$ cat src/sv/sle_pkg.sv
package sle_pkg;

	// Event codes, also used as the command codes passed from front to back.
	typedef enum logic [2:0] {
		EV_IGNORED   = 3'd0,
		EV_STORED    = 3'd1,
		EV_BACKSPACE = 3'd2,
		EV_RECALLED  = 3'd3,
		EV_LINE_CR   = 3'd4,
		EV_LINE_OVF  = 3'd5
	} op_t;

	typedef enum logic [1:0] {
		BK_IDLE,
		BK_SINGLE,
		BK_EMIT,
		BK_COPY
	} back_state_t;

	localparam logic [7:0] CH_BS       = 8'd8;
	localparam logic [7:0] CH_CR       = 8'd13;
	localparam logic [7:0] CH_ESC      = 8'd27;
	localparam logic [7:0] CH_LBRACKET = 8'd91;
	localparam logic [7:0] CH_UP       = 8'd65;
	localparam logic [7:0] CH_PRINT_LO = 8'd32;
	localparam logic [7:0] CH_PRINT_HI = 8'd126;

	localparam int OP_W       = 3;
	localparam int CHAR_W     = 8;
	localparam int FIELD5_W   = 5;
	localparam int OUT_DATA_W = 24;

	localparam int QUEUE_DEPTH = 4;
	localparam int QPTR_W      = 2;
	localparam int QCNT_W      = 3;

endpackage

$ cat src/sv/serial_line_editor_with_recall_unit.sv
// Line editor for a received serial byte stream with one-line recall. Each
// accepted byte is classified at once and queued as a command in a four-entry
// queue, so bytes are taken back to back until the queue fills (after four
// bytes while the back end is busy); the back end then works through the
// queue. A byte that yields one result is handled as a queue pop and then
// the result. A line ending (CR or full line) is sent one character per
// cycle from the line memory's single read port while the output is not
// stalled, and an empty line gives a single result. An arrow-up recall
// copies the saved line into the edit line one character per cycle, and
// output back-pressure holds the line and result output. No clearing
// pass follows reset. Output tdata bits from the lowest: event_res[2:0],
// line_byte[10:3], byte_index[15:11], line_length[20:16], zeros above.
module serial_line_editor_with_recall_unit #(
	parameter int LINE_BYTES = 32
) (
	input  logic        clk,
	input  logic        arst_n,
	input  logic        s_axis_tvalid,
	output logic        s_axis_tready,
	input  logic [7:0]  s_axis_tdata,   // rx_byte[7:0]
	output logic        m_axis_tvalid,
	input  logic        m_axis_tready,
	output logic [23:0] m_axis_tdata,   // event_res, line_byte, byte_index, line_length
	output logic        m_axis_tlast
);
	import sle_pkg::*;

	localparam int CW    = $clog2(LINE_BYTES);
	localparam int CMD_W = OP_W + CHAR_W + CW;

	logic          cmd_valid;
	logic          cmd_ready;
	op_t           cmd_op;
	logic [7:0]    cmd_char;
	logic [CW-1:0] cmd_len;

	logic             q_valid;
	logic             q_pop;
	logic [CMD_W-1:0] q_data;
	op_t              q_op;

	logic [2:0] out_event;
	logic [7:0] out_char;
	logic [4:0] out_index;
	logic [4:0] out_length;

	sle_front #(
		.LINE_BYTES(LINE_BYTES)
	) u_front (
		.clk      (clk),
		.arst_n   (arst_n),
		.in_valid (s_axis_tvalid),
		.in_ready (s_axis_tready),
		.in_char  (s_axis_tdata),
		.cmd_valid(cmd_valid),
		.cmd_ready(cmd_ready),
		.cmd_op   (cmd_op),
		.cmd_char (cmd_char),
		.cmd_len  (cmd_len)
	);

	sle_queue #(
		.W(CMD_W)
	) u_queue (
		.clk     (clk),
		.arst_n  (arst_n),
		.wr_valid(cmd_valid),
		.wr_ready(cmd_ready),
		.wr_data ({cmd_op, cmd_char, cmd_len}),
		.rd_valid(q_valid),
		.rd_pop  (q_pop),
		.rd_data (q_data)
	);

	assign q_op = op_t'(q_data[CMD_W-1 -: OP_W]);

	sle_back #(
		.LINE_BYTES(LINE_BYTES)
	) u_back (
		.clk       (clk),
		.arst_n    (arst_n),
		.q_valid   (q_valid),
		.q_pop     (q_pop),
		.q_op      (q_op),
		.q_char    (q_data[CW +: CHAR_W]),
		.q_len     (q_data[CW-1:0]),
		.out_valid (m_axis_tvalid),
		.out_ready (m_axis_tready),
		.out_event (out_event),
		.out_char  (out_char),
		.out_index (out_index),
		.out_length(out_length),
		.out_last  (m_axis_tlast)
	);

	assign m_axis_tdata = {3'd0, out_length, out_index, out_char, out_event};

	// Single-result events always close their request.
	a_single_last: assert property (@(posedge clk) disable iff (!arst_n)
		m_axis_tvalid && (out_event == EV_IGNORED || out_event == EV_STORED
			|| out_event == EV_BACKSPACE || out_event == EV_RECALLED) |-> m_axis_tlast)
		else $error("single-result event without tlast");

	// Only line events carry character data or a position.
	a_single_zero: assert property (@(posedge clk) disable iff (!arst_n)
		m_axis_tvalid && (out_event == EV_IGNORED || out_event == EV_STORED
			|| out_event == EV_BACKSPACE || out_event == EV_RECALLED)
			|-> (out_char == 8'd0 && out_index == 5'd0))
		else $error("non-line event carries line data");

	// Within a line, the position advances by one from each taken result to the next.
	a_index_step: assert property (@(posedge clk) disable iff (!arst_n)
		m_axis_tvalid && m_axis_tready && !m_axis_tlast
			&& (out_event == EV_LINE_CR || out_event == EV_LINE_OVF)
			##1 m_axis_tvalid |-> out_index == $past(out_index) + 5'd1)
		else $error("line position skipped or repeated");

	// The back end pops the queue only when the queue holds a command.
	a_pop_has_data: assert property (@(posedge clk) disable iff (!arst_n)
		q_pop |-> q_valid)
		else $error("back end popped an empty queue");

endmodule

$ cat src/sv/sle_front.sv
module sle_front #(
	parameter int LINE_BYTES = 32
) (
	input  logic                            clk,
	input  logic                            arst_n,
	input  logic                            in_valid,
	output logic                            in_ready,
	input  logic [7:0]                      in_char,
	output logic                            cmd_valid,
	input  logic                            cmd_ready,
	output sle_pkg::op_t                    cmd_op,
	output logic [7:0]                      cmd_char,
	output logic [$clog2(LINE_BYTES)-1:0]   cmd_len
);
	import sle_pkg::*;

	localparam int CW = $clog2(LINE_BYTES);
	localparam logic [CW-1:0] FULL_COUNT = CW'(LINE_BYTES - 1);

	logic [CW-1:0] line_count_q;
	logic [CW-1:0] saved_count_q;
	logic          saved_valid_q;
	logic [7:0]    prev_one_q;
	logic [7:0]    prev_two_q;

	logic [CW-1:0] line_count_d;
	logic [CW-1:0] saved_count_d;
	logic          saved_valid_d;
	logic          shift_hist;
	logic          accept;

	assign in_ready  = cmd_ready;
	assign cmd_valid = in_valid;
	assign accept    = in_valid && cmd_ready;
	assign cmd_char  = in_char;

	// Priority follows the editor rules: CR, arrow up, backspace, full line, printable.
	always_comb begin
		cmd_op        = EV_IGNORED;
		cmd_len       = line_count_q;
		line_count_d  = line_count_q;
		saved_count_d = saved_count_q;
		saved_valid_d = saved_valid_q;
		shift_hist    = 1'b0;
		if (in_char == CH_CR) begin
			cmd_op        = EV_LINE_CR;
			cmd_len       = line_count_q;
			saved_count_d = line_count_q;
			saved_valid_d = 1'b1;
			line_count_d  = '0;
		end else if (prev_two_q == CH_ESC && prev_one_q == CH_LBRACKET && in_char == CH_UP
				&& saved_valid_q) begin
			cmd_op       = EV_RECALLED;
			cmd_len      = saved_count_q;
			line_count_d = saved_count_q;
		end else if (in_char == CH_BS) begin
			line_count_d = (line_count_q != '0) ? line_count_q - 1'b1 : line_count_q;
			cmd_op       = EV_BACKSPACE;
			cmd_len      = line_count_d;
			shift_hist   = 1'b1;
		end else if (line_count_q == FULL_COUNT) begin
			cmd_op       = EV_LINE_OVF;
			cmd_len      = line_count_q;
			line_count_d = '0;
		end else if (in_char >= CH_PRINT_LO && in_char <= CH_PRINT_HI) begin
			line_count_d = line_count_q + 1'b1;
			cmd_op       = EV_STORED;
			cmd_len      = line_count_d;
			shift_hist   = 1'b1;
		end else begin
			cmd_op     = EV_IGNORED;
			cmd_len    = line_count_q;
			shift_hist = 1'b1;
		end
	end

	always_ff @(posedge clk or negedge arst_n) begin
		if (!arst_n) begin
			line_count_q  <= '0;
			saved_count_q <= '0;
			saved_valid_q <= 1'b0;
			prev_one_q    <= '0;
			prev_two_q    <= '0;
		end else if (accept) begin
			line_count_q  <= line_count_d;
			saved_count_q <= saved_count_d;
			saved_valid_q <= saved_valid_d;
			if (shift_hist) begin
				prev_two_q <= prev_one_q;
				prev_one_q <= in_char;
			end
		end
	end

endmodule

$ cat src/sv/sle_queue.sv
module sle_queue #(
	parameter int W = 16
) (
	input  logic         clk,
	input  logic         arst_n,
	input  logic         wr_valid,
	output logic         wr_ready,
	input  logic [W-1:0] wr_data,
	output logic         rd_valid,
	input  logic         rd_pop,
	output logic [W-1:0] rd_data
);
	import sle_pkg::*;

	logic [W-1:0]      entries_q [QUEUE_DEPTH];
	logic [QPTR_W-1:0] wr_ptr_q;
	logic [QPTR_W-1:0] rd_ptr_q;
	logic [QCNT_W-1:0] count_q;
	logic              push;
	logic              pop;

	assign wr_ready = (count_q != QCNT_W'(QUEUE_DEPTH));
	assign rd_valid = (count_q != '0);
	assign rd_data  = entries_q[rd_ptr_q];
	assign push     = wr_valid && wr_ready;
	assign pop      = rd_pop && rd_valid;

	always_ff @(posedge clk or negedge arst_n) begin
		if (!arst_n) begin
			wr_ptr_q <= '0;
			rd_ptr_q <= '0;
			count_q  <= '0;
		end else begin
			if (push) wr_ptr_q <= wr_ptr_q + 1'b1;
			if (pop) rd_ptr_q <= rd_ptr_q + 1'b1;
			if (push && !pop) count_q <= count_q + 1'b1;
			else if (pop && !push) count_q <= count_q - 1'b1;
		end
	end

	always_ff @(posedge clk) begin
		if (push) entries_q[wr_ptr_q] <= wr_data;
	end

endmodule

$ cat src/sv/sle_back.sv
module sle_back #(
	parameter int LINE_BYTES = 32
) (
	input  logic                          clk,
	input  logic                          arst_n,
	input  logic                          q_valid,
	output logic                          q_pop,
	input  sle_pkg::op_t                  q_op,
	input  logic [7:0]                    q_char,
	input  logic [$clog2(LINE_BYTES)-1:0] q_len,
	output logic                          out_valid,
	input  logic                          out_ready,
	output logic [2:0]                    out_event,
	output logic [7:0]                    out_char,
	output logic [4:0]                    out_index,
	output logic [4:0]                    out_length,
	output logic                          out_last
);
	import sle_pkg::*;

	localparam int CW = $clog2(LINE_BYTES);

	logic [7:0] line_mem  [LINE_BYTES];
	logic [7:0] saved_mem [LINE_BYTES];

	back_state_t state_q, state_d;
	op_t         op_q;
	logic [CW-1:0] len_q;
	logic [CW-1:0] idx_q, idx_d;
	logic [7:0]    line_rd_q;
	logic [7:0]    saved_rd_q;

	logic          out_valid_q;
	logic [2:0]    out_event_q;
	logic [7:0]    out_char_q;
	logic [4:0]    out_index_q;
	logic [4:0]    out_length_q;
	logic          out_last_q;

	logic          out_free;
	logic          idx_last;
	logic          is_line_op;
	logic [CW+4:0] len_ext;
	logic [CW+4:0] idx_ext;

	logic          line_we;
	logic [CW-1:0] line_waddr;
	logic [7:0]    line_wdata;
	logic          saved_we;
	logic          load_out;
	logic [2:0]    ld_event;
	logic [7:0]    ld_char;
	logic [4:0]    ld_index;
	logic          ld_last;

	assign out_free   = !out_valid_q || out_ready;
	assign idx_last   = (idx_q == len_q - 1'b1);
	assign is_line_op = (q_op == EV_LINE_CR) || (q_op == EV_LINE_OVF);
	assign len_ext    = {5'd0, len_q};
	assign idx_ext    = {5'd0, idx_q};

	always_comb begin
		state_d = state_q;
		case (state_q)
			BK_IDLE: begin
				if (q_valid) begin
					if (is_line_op && q_len != '0) state_d = BK_EMIT;
					else if (q_op == EV_RECALLED && q_len != '0) state_d = BK_COPY;
					else state_d = BK_SINGLE;
				end
			end
			BK_SINGLE: begin
				if (out_free) state_d = BK_IDLE;
			end
			BK_EMIT: begin
				if (out_free && idx_last) state_d = BK_IDLE;
			end
			BK_COPY: begin
				if (idx_last) state_d = BK_SINGLE;
			end
			default: state_d = BK_IDLE;
		endcase
	end

	// The read address always follows the next index, so read data lines up with idx_q.
	always_comb begin
		q_pop      = 1'b0;
		idx_d      = idx_q;
		line_we    = 1'b0;
		line_waddr = idx_q;
		line_wdata = saved_rd_q;
		saved_we   = 1'b0;
		load_out   = 1'b0;
		ld_event   = op_q;
		ld_char    = '0;
		ld_index   = '0;
		ld_last    = 1'b1;
		case (state_q)
			BK_IDLE: begin
				q_pop = q_valid;
				idx_d = '0;
				if (q_valid && q_op == EV_STORED) begin
					line_we    = 1'b1;
					line_waddr = q_len - 1'b1;
					line_wdata = q_char;
				end
			end
			BK_SINGLE: begin
				load_out = out_free;
			end
			BK_EMIT: begin
				load_out = out_free;
				ld_char  = line_rd_q;
				ld_index = idx_ext[4:0];
				ld_last  = idx_last;
				saved_we = out_free && (op_q == EV_LINE_CR);
				if (out_free && !idx_last) idx_d = idx_q + 1'b1;
			end
			BK_COPY: begin
				line_we = 1'b1;
				if (!idx_last) idx_d = idx_q + 1'b1;
			end
			default: begin
				idx_d = '0;
			end
		endcase
	end

	always_ff @(posedge clk or negedge arst_n) begin
		if (!arst_n) begin
			state_q     <= BK_IDLE;
			out_valid_q <= 1'b0;
		end else begin
			state_q <= state_d;
			if (load_out) out_valid_q <= 1'b1;
			else if (out_ready) out_valid_q <= 1'b0;
		end
	end

	always_ff @(posedge clk) begin
		idx_q <= idx_d;
		if (q_pop) begin
			op_q  <= q_op;
			len_q <= q_len;
		end
		if (load_out) begin
			out_event_q  <= ld_event;
			out_char_q   <= ld_char;
			out_index_q  <= ld_index;
			out_length_q <= len_ext[4:0];
			out_last_q   <= ld_last;
		end
	end

	always_ff @(posedge clk) begin
		if (line_we) line_mem[line_waddr] <= line_wdata;
		line_rd_q <= line_mem[idx_d];
	end

	always_ff @(posedge clk) begin
		if (saved_we) saved_mem[idx_q] <= line_rd_q;
		saved_rd_q <= saved_mem[idx_d];
	end

	assign out_valid  = out_valid_q;
	assign out_event  = out_event_q;
	assign out_char   = out_char_q;
	assign out_index  = out_index_q;
	assign out_length = out_length_q;
	assign out_last   = out_last_q;

endmodule

$ cat config.mk
export PLATFORM = sky130hd
export DESIGN_NAME = serial_line_editor_with_recall_unit
export DESIGN_NICKNAME = d
export VERILOG_FILES = /design/src/sv/sle_pkg.sv /design/src/sv/serial_line_editor_with_recall_unit.sv /design/src/sv/sle_front.sv /design/src/sv/sle_queue.sv /design/src/sv/sle_back.sv
export SDC_FILE = /design/constraint.sdc
export NUM_CORES = 1
export LEC_CHECK = 0
export BUFFER_PORTS_ARGS = -buffer_cell sky130_fd_sc_hd__buf_2
export CAP_MARGIN = 0
export CORE_MARGIN = 3
export CORE_UTILIZATION = 60
export DETAILED_ROUTE_END_ITERATION = 6
export PLACE_DENSITY = 0.8
export SLEW_MARGIN = 20
export SYNTH_ARGS = -nofsm -noshare
export SYNTH_HDL_FRONTEND = slang
export SYNTH_SLANG_ARGS = --single-unit
$ cat constraint.sdc
create_clock -name clk -period 7 [get_ports clk]
set_input_delay 0.7 -clock clk [delete_from_list [all_inputs] [get_ports clk]]
set_output_delay 0.7 -clock clk [all_outputs]
set_load 0.05 [all_outputs]
==> results by group <==
Critical path
  – Critical path class: reg -> reg
  – Largest delay share family, worst path: compound AO/OA/AOI/OAI gates
  – Max incr delay on CP: 0.75 ns
  – CP endpoint kind: flip-flop
  – Slowest stage cell, crit path: a32o_4
  – Critical Path Start Type: flip-flop
  – Buf/Inv on CP: 2
  – Crit path cell chain: inv_1, ha_1, xor2_1, nand2_1, or4_1, o21ai_1, a32o_4, buf_12, mux2i_1, o22ai_1, nor4_1
  – Crit path max fanout: 65
  – Critical Path AT: 4.96 ns
  – WP data required: 7.49 ns

Yosys
  – Synthesized instance count: 1594
  – Proportion of synthesized area in mux cells: 0.170
  – Synth unique cells: 61
  – Asr flop ratio synth: 0.0557
  – Post-Syn Area per Cell: 17.0 sq um
  – Synth Area in Adders: 0.0104
  – Area contributors post-synth: edfxtp_1, mux2i_1, dfrtp_1
  – Post-synth EDFFs: 606
  – Synth Flop Type: edfxtp_1
  – Complex-gate fraction of the synthesized area: 0.0303
  – Synth cell count leaders: edfxtp_1, mux2i_1, nor2_1
  – Top-count cell post-synth: edfxtp_1
  – Synth Area in Simple Gates: 0.0425
  – Synth Area in XOR/XNOR: 0.00710
  – Synthesized area: 27200 sq um
  – FF+latch count, synth: 664
  – Combinational family with the most area after synthesis: multiplexers
  – Syn. warnings: 0
  – Largest area contributor in the netlist: edfxtp_1
  – Post-synth top area share: 0.670
  – Register area share after synthesis: 0.720

STA
  – Final Max Slew Viols: 0
  – Final min period: 4.47 ns
  – Final Cycle Share: 0.639
  – F_max: 224 MHz
  – Post-Route Setup TNS: 0 ns
  – Worst slew margin: 0.290
  – RSZ-0062 raised after global routing: false
  – Worst-margin pin slew: 1.06 ns
  – Worst Skew: 0.0271 ns
  – Final setup vio count: 0
  – Final hold vios: 0

Job
  – Max Cap Viol: 0

Die
  – I/O Pins: 39
  – Full die area: 47800 sq um
  – Core Region: 44400 sq um
  – Die width: 219 um
  – Starting Density: 0.611
  – Rows: 77
  – Die H: 219 um

Final layout
  – Share of cells above drive strength 1: 0.127
  – Final nets: 1671
  – Number of antenna diodes: 0
  – Layout Utilization: 0.674
  – Synth-to-Final Area Change: 10.2%

Routing
  – 1st-pass router iterations: 5
  – Post-DRT Antenna Nets: 0
  – WL final: 54.3 mm
  – Routed WL per cell: 23.8 um
  – Vias per cell: 6.13
  – Initial DRC count: 1367
  – Via count: 14000
  – # DRC: 0

Clock tree
  – Worst skew pair latency: 0.60 ns
  – Clk sink count: 664
  – CTS clk-pin slew, worst paths: 0.06 ns
  – Clock buffer depth: 3
  – Post-CTS sizing: 0
  – CTS H-tree depth: 3
  – TritonCTS clock tree: done
  – Clk root buf: clkbuf_16
  – Post-CTS Setup Repair Bufs: 0
  – Cts hold-fix bufs: 0
  – TritonCTS buffer count: 67

GRT
  – First-pass GRT wire length: 82.9 mm
  – Vias in the first global route: 14200
  – Largest net degree at the start of global routing: 106
  – Initial antenna violation count: 0
  – Global route total overflow: 0
  – Total GRT Usage: 0.231

Min path
  – Worst min path class: in -> async

Power and ir drop
  – Pwr per Cell Area: 439 nW/um^2
  – Total power draw: 13100 uW
  – VDD IR-drop max: 0.407 mV
  – Leak Pwr: 0.00976 uW

Run status
  – Status: finished clean

Place
  – Hpwl dp: 33.2 mm
  – Port-buffer cells: 35
  – Gpl congestion: 0.821
cell type report:
cell class,count,area [sq um]
Multi-Input combinational cell,835,7090
Tap cell,592,741
Timing Repair Buffer,49,318
Fill cell,2849,14500
Inverter,20,75.1
Clock buffer,84,1800
Sequential cell,664,19500
Clock inverter,36,345
final timing paths:
| path | startpoint | endpoint | depth (start not counted) | slack [ns] |
|---|---|---|---|---|
| worst max-delay path | u_back.len_q[0] | u_back.line_rd_q[3] | 11 | 2.53 |
| worst min-delay path | arst_n | u_front.prev_one_q[3] | 1 | 0.21 |
| worst max register to register | u_back.len_q[0] | u_back.line_rd_q[3] | 11 | 2.53 |
| worst min register to register | u_back.ld_event[0] | u_back.out_event[0] | 0 | 0.45 |
| max in group asynchronous | arst_n | u_queue.rd_ptr_q[0] | 1 | 6.18 |
| min in group clk | s_axis_tdata[7] | u_queue.entries_q[2][12] | 1 | 0.39 |
logic make-up after synthesis:
| group | count (synthesis) |
|---|---|
| DFF | 664 |
| other | 1 |
| and+or+nand+nor | 232 |
| muxes | 436 |
| buffers and inverters | 97 |
| adders and majority gates | 22 |
| xor gates and xnor gates | 22 |
| AOI/OAI and AO/OA | 120 |
per-layer routing:
layer	GRT usage	routed length (um)	part of all wire
met1	0.303	21900	0.40
met2	0.380	26800	0.49
met3	0.0473	3620	0.067
met4	0.0996	2020	0.037
met5	0	0	0
where the power goes:
group          total [uW]  internal [uW]  switching, uW
combinational        4070           1430           2640
clock                3470           2020           1450
sequential           5600           5320            273
total               13100           8770           4360
placed cells by master (no fill, tap or decap), types with 12 or more instances in the layout:
cell       netlist  routed
inv_1           20      20
edfxtp_1       606     606
clkbuf_1        18      12
dfrtp_1         37      36
nor4_1          17      17
mux2i_1        386     386
dfxtp_1         21      21
nand2_1         35      35
ha_1            21      21
o21ai_0         12      12
nand3_1         14      14
mux4_2          16      16
nor2_1          95      95
mux2_2          34      34
o22ai_1         59      59
clkbuf_16        0      68
clkinv_1         0      12
and2_1          15      15
buf_2           37      35
worst register-to-register path, cell delays in order, from the launching register on:
cell and delay (ns):
edfxtp_1 0.45, inv_1 0.07, ha_1 0.30, xor2_1 0.23, nand2_1 0.09, or4_1 0.69
o21ai_1 0.37, a32o_4 0.75, buf_12 0.47, mux2i_1 0.49, o22ai_1 0.17, nor4_1 0.28
state kept, by name, indices dropped and copies added (netlist names), 5 cells and up:
register,flops
u_back.line_mem,256
u_back.saved_mem,256
u_queue.entries_q,64
u_back.line_rd_q,8
u_back.out_char,8
u_back.saved_rd_q,8
u_front.prev_one_q,8
u_front.prev_two_q,8
u_back.idx_q,5
u_back.len_q,5
u_back.out_index,5
u_back.out_length,5
u_front.line_count_q,5
u_front.saved_count_q,5
metrics by stage:
| stage | cell area [sq um] | std cells | hold slack, ns | setup WS (ns) |
|---|---|---|---|---|
| floorplan | 27200 | 1596 | 0.404 | 3.88 |
| global placement | 27800 | 2160 | 0.434 | 2.74 |
| global route | 29900 | 2280 | 0.243 | 2.23 |
| CTS | 29900 | 2280 | 0.199 | 2.58 |
| finish | 29900 | 2280 | 0.205 | 2.53 |
| detailed placement | 27800 | 2160 | 0.437 | 2.63 |
(Power assumes the default switching activity.)
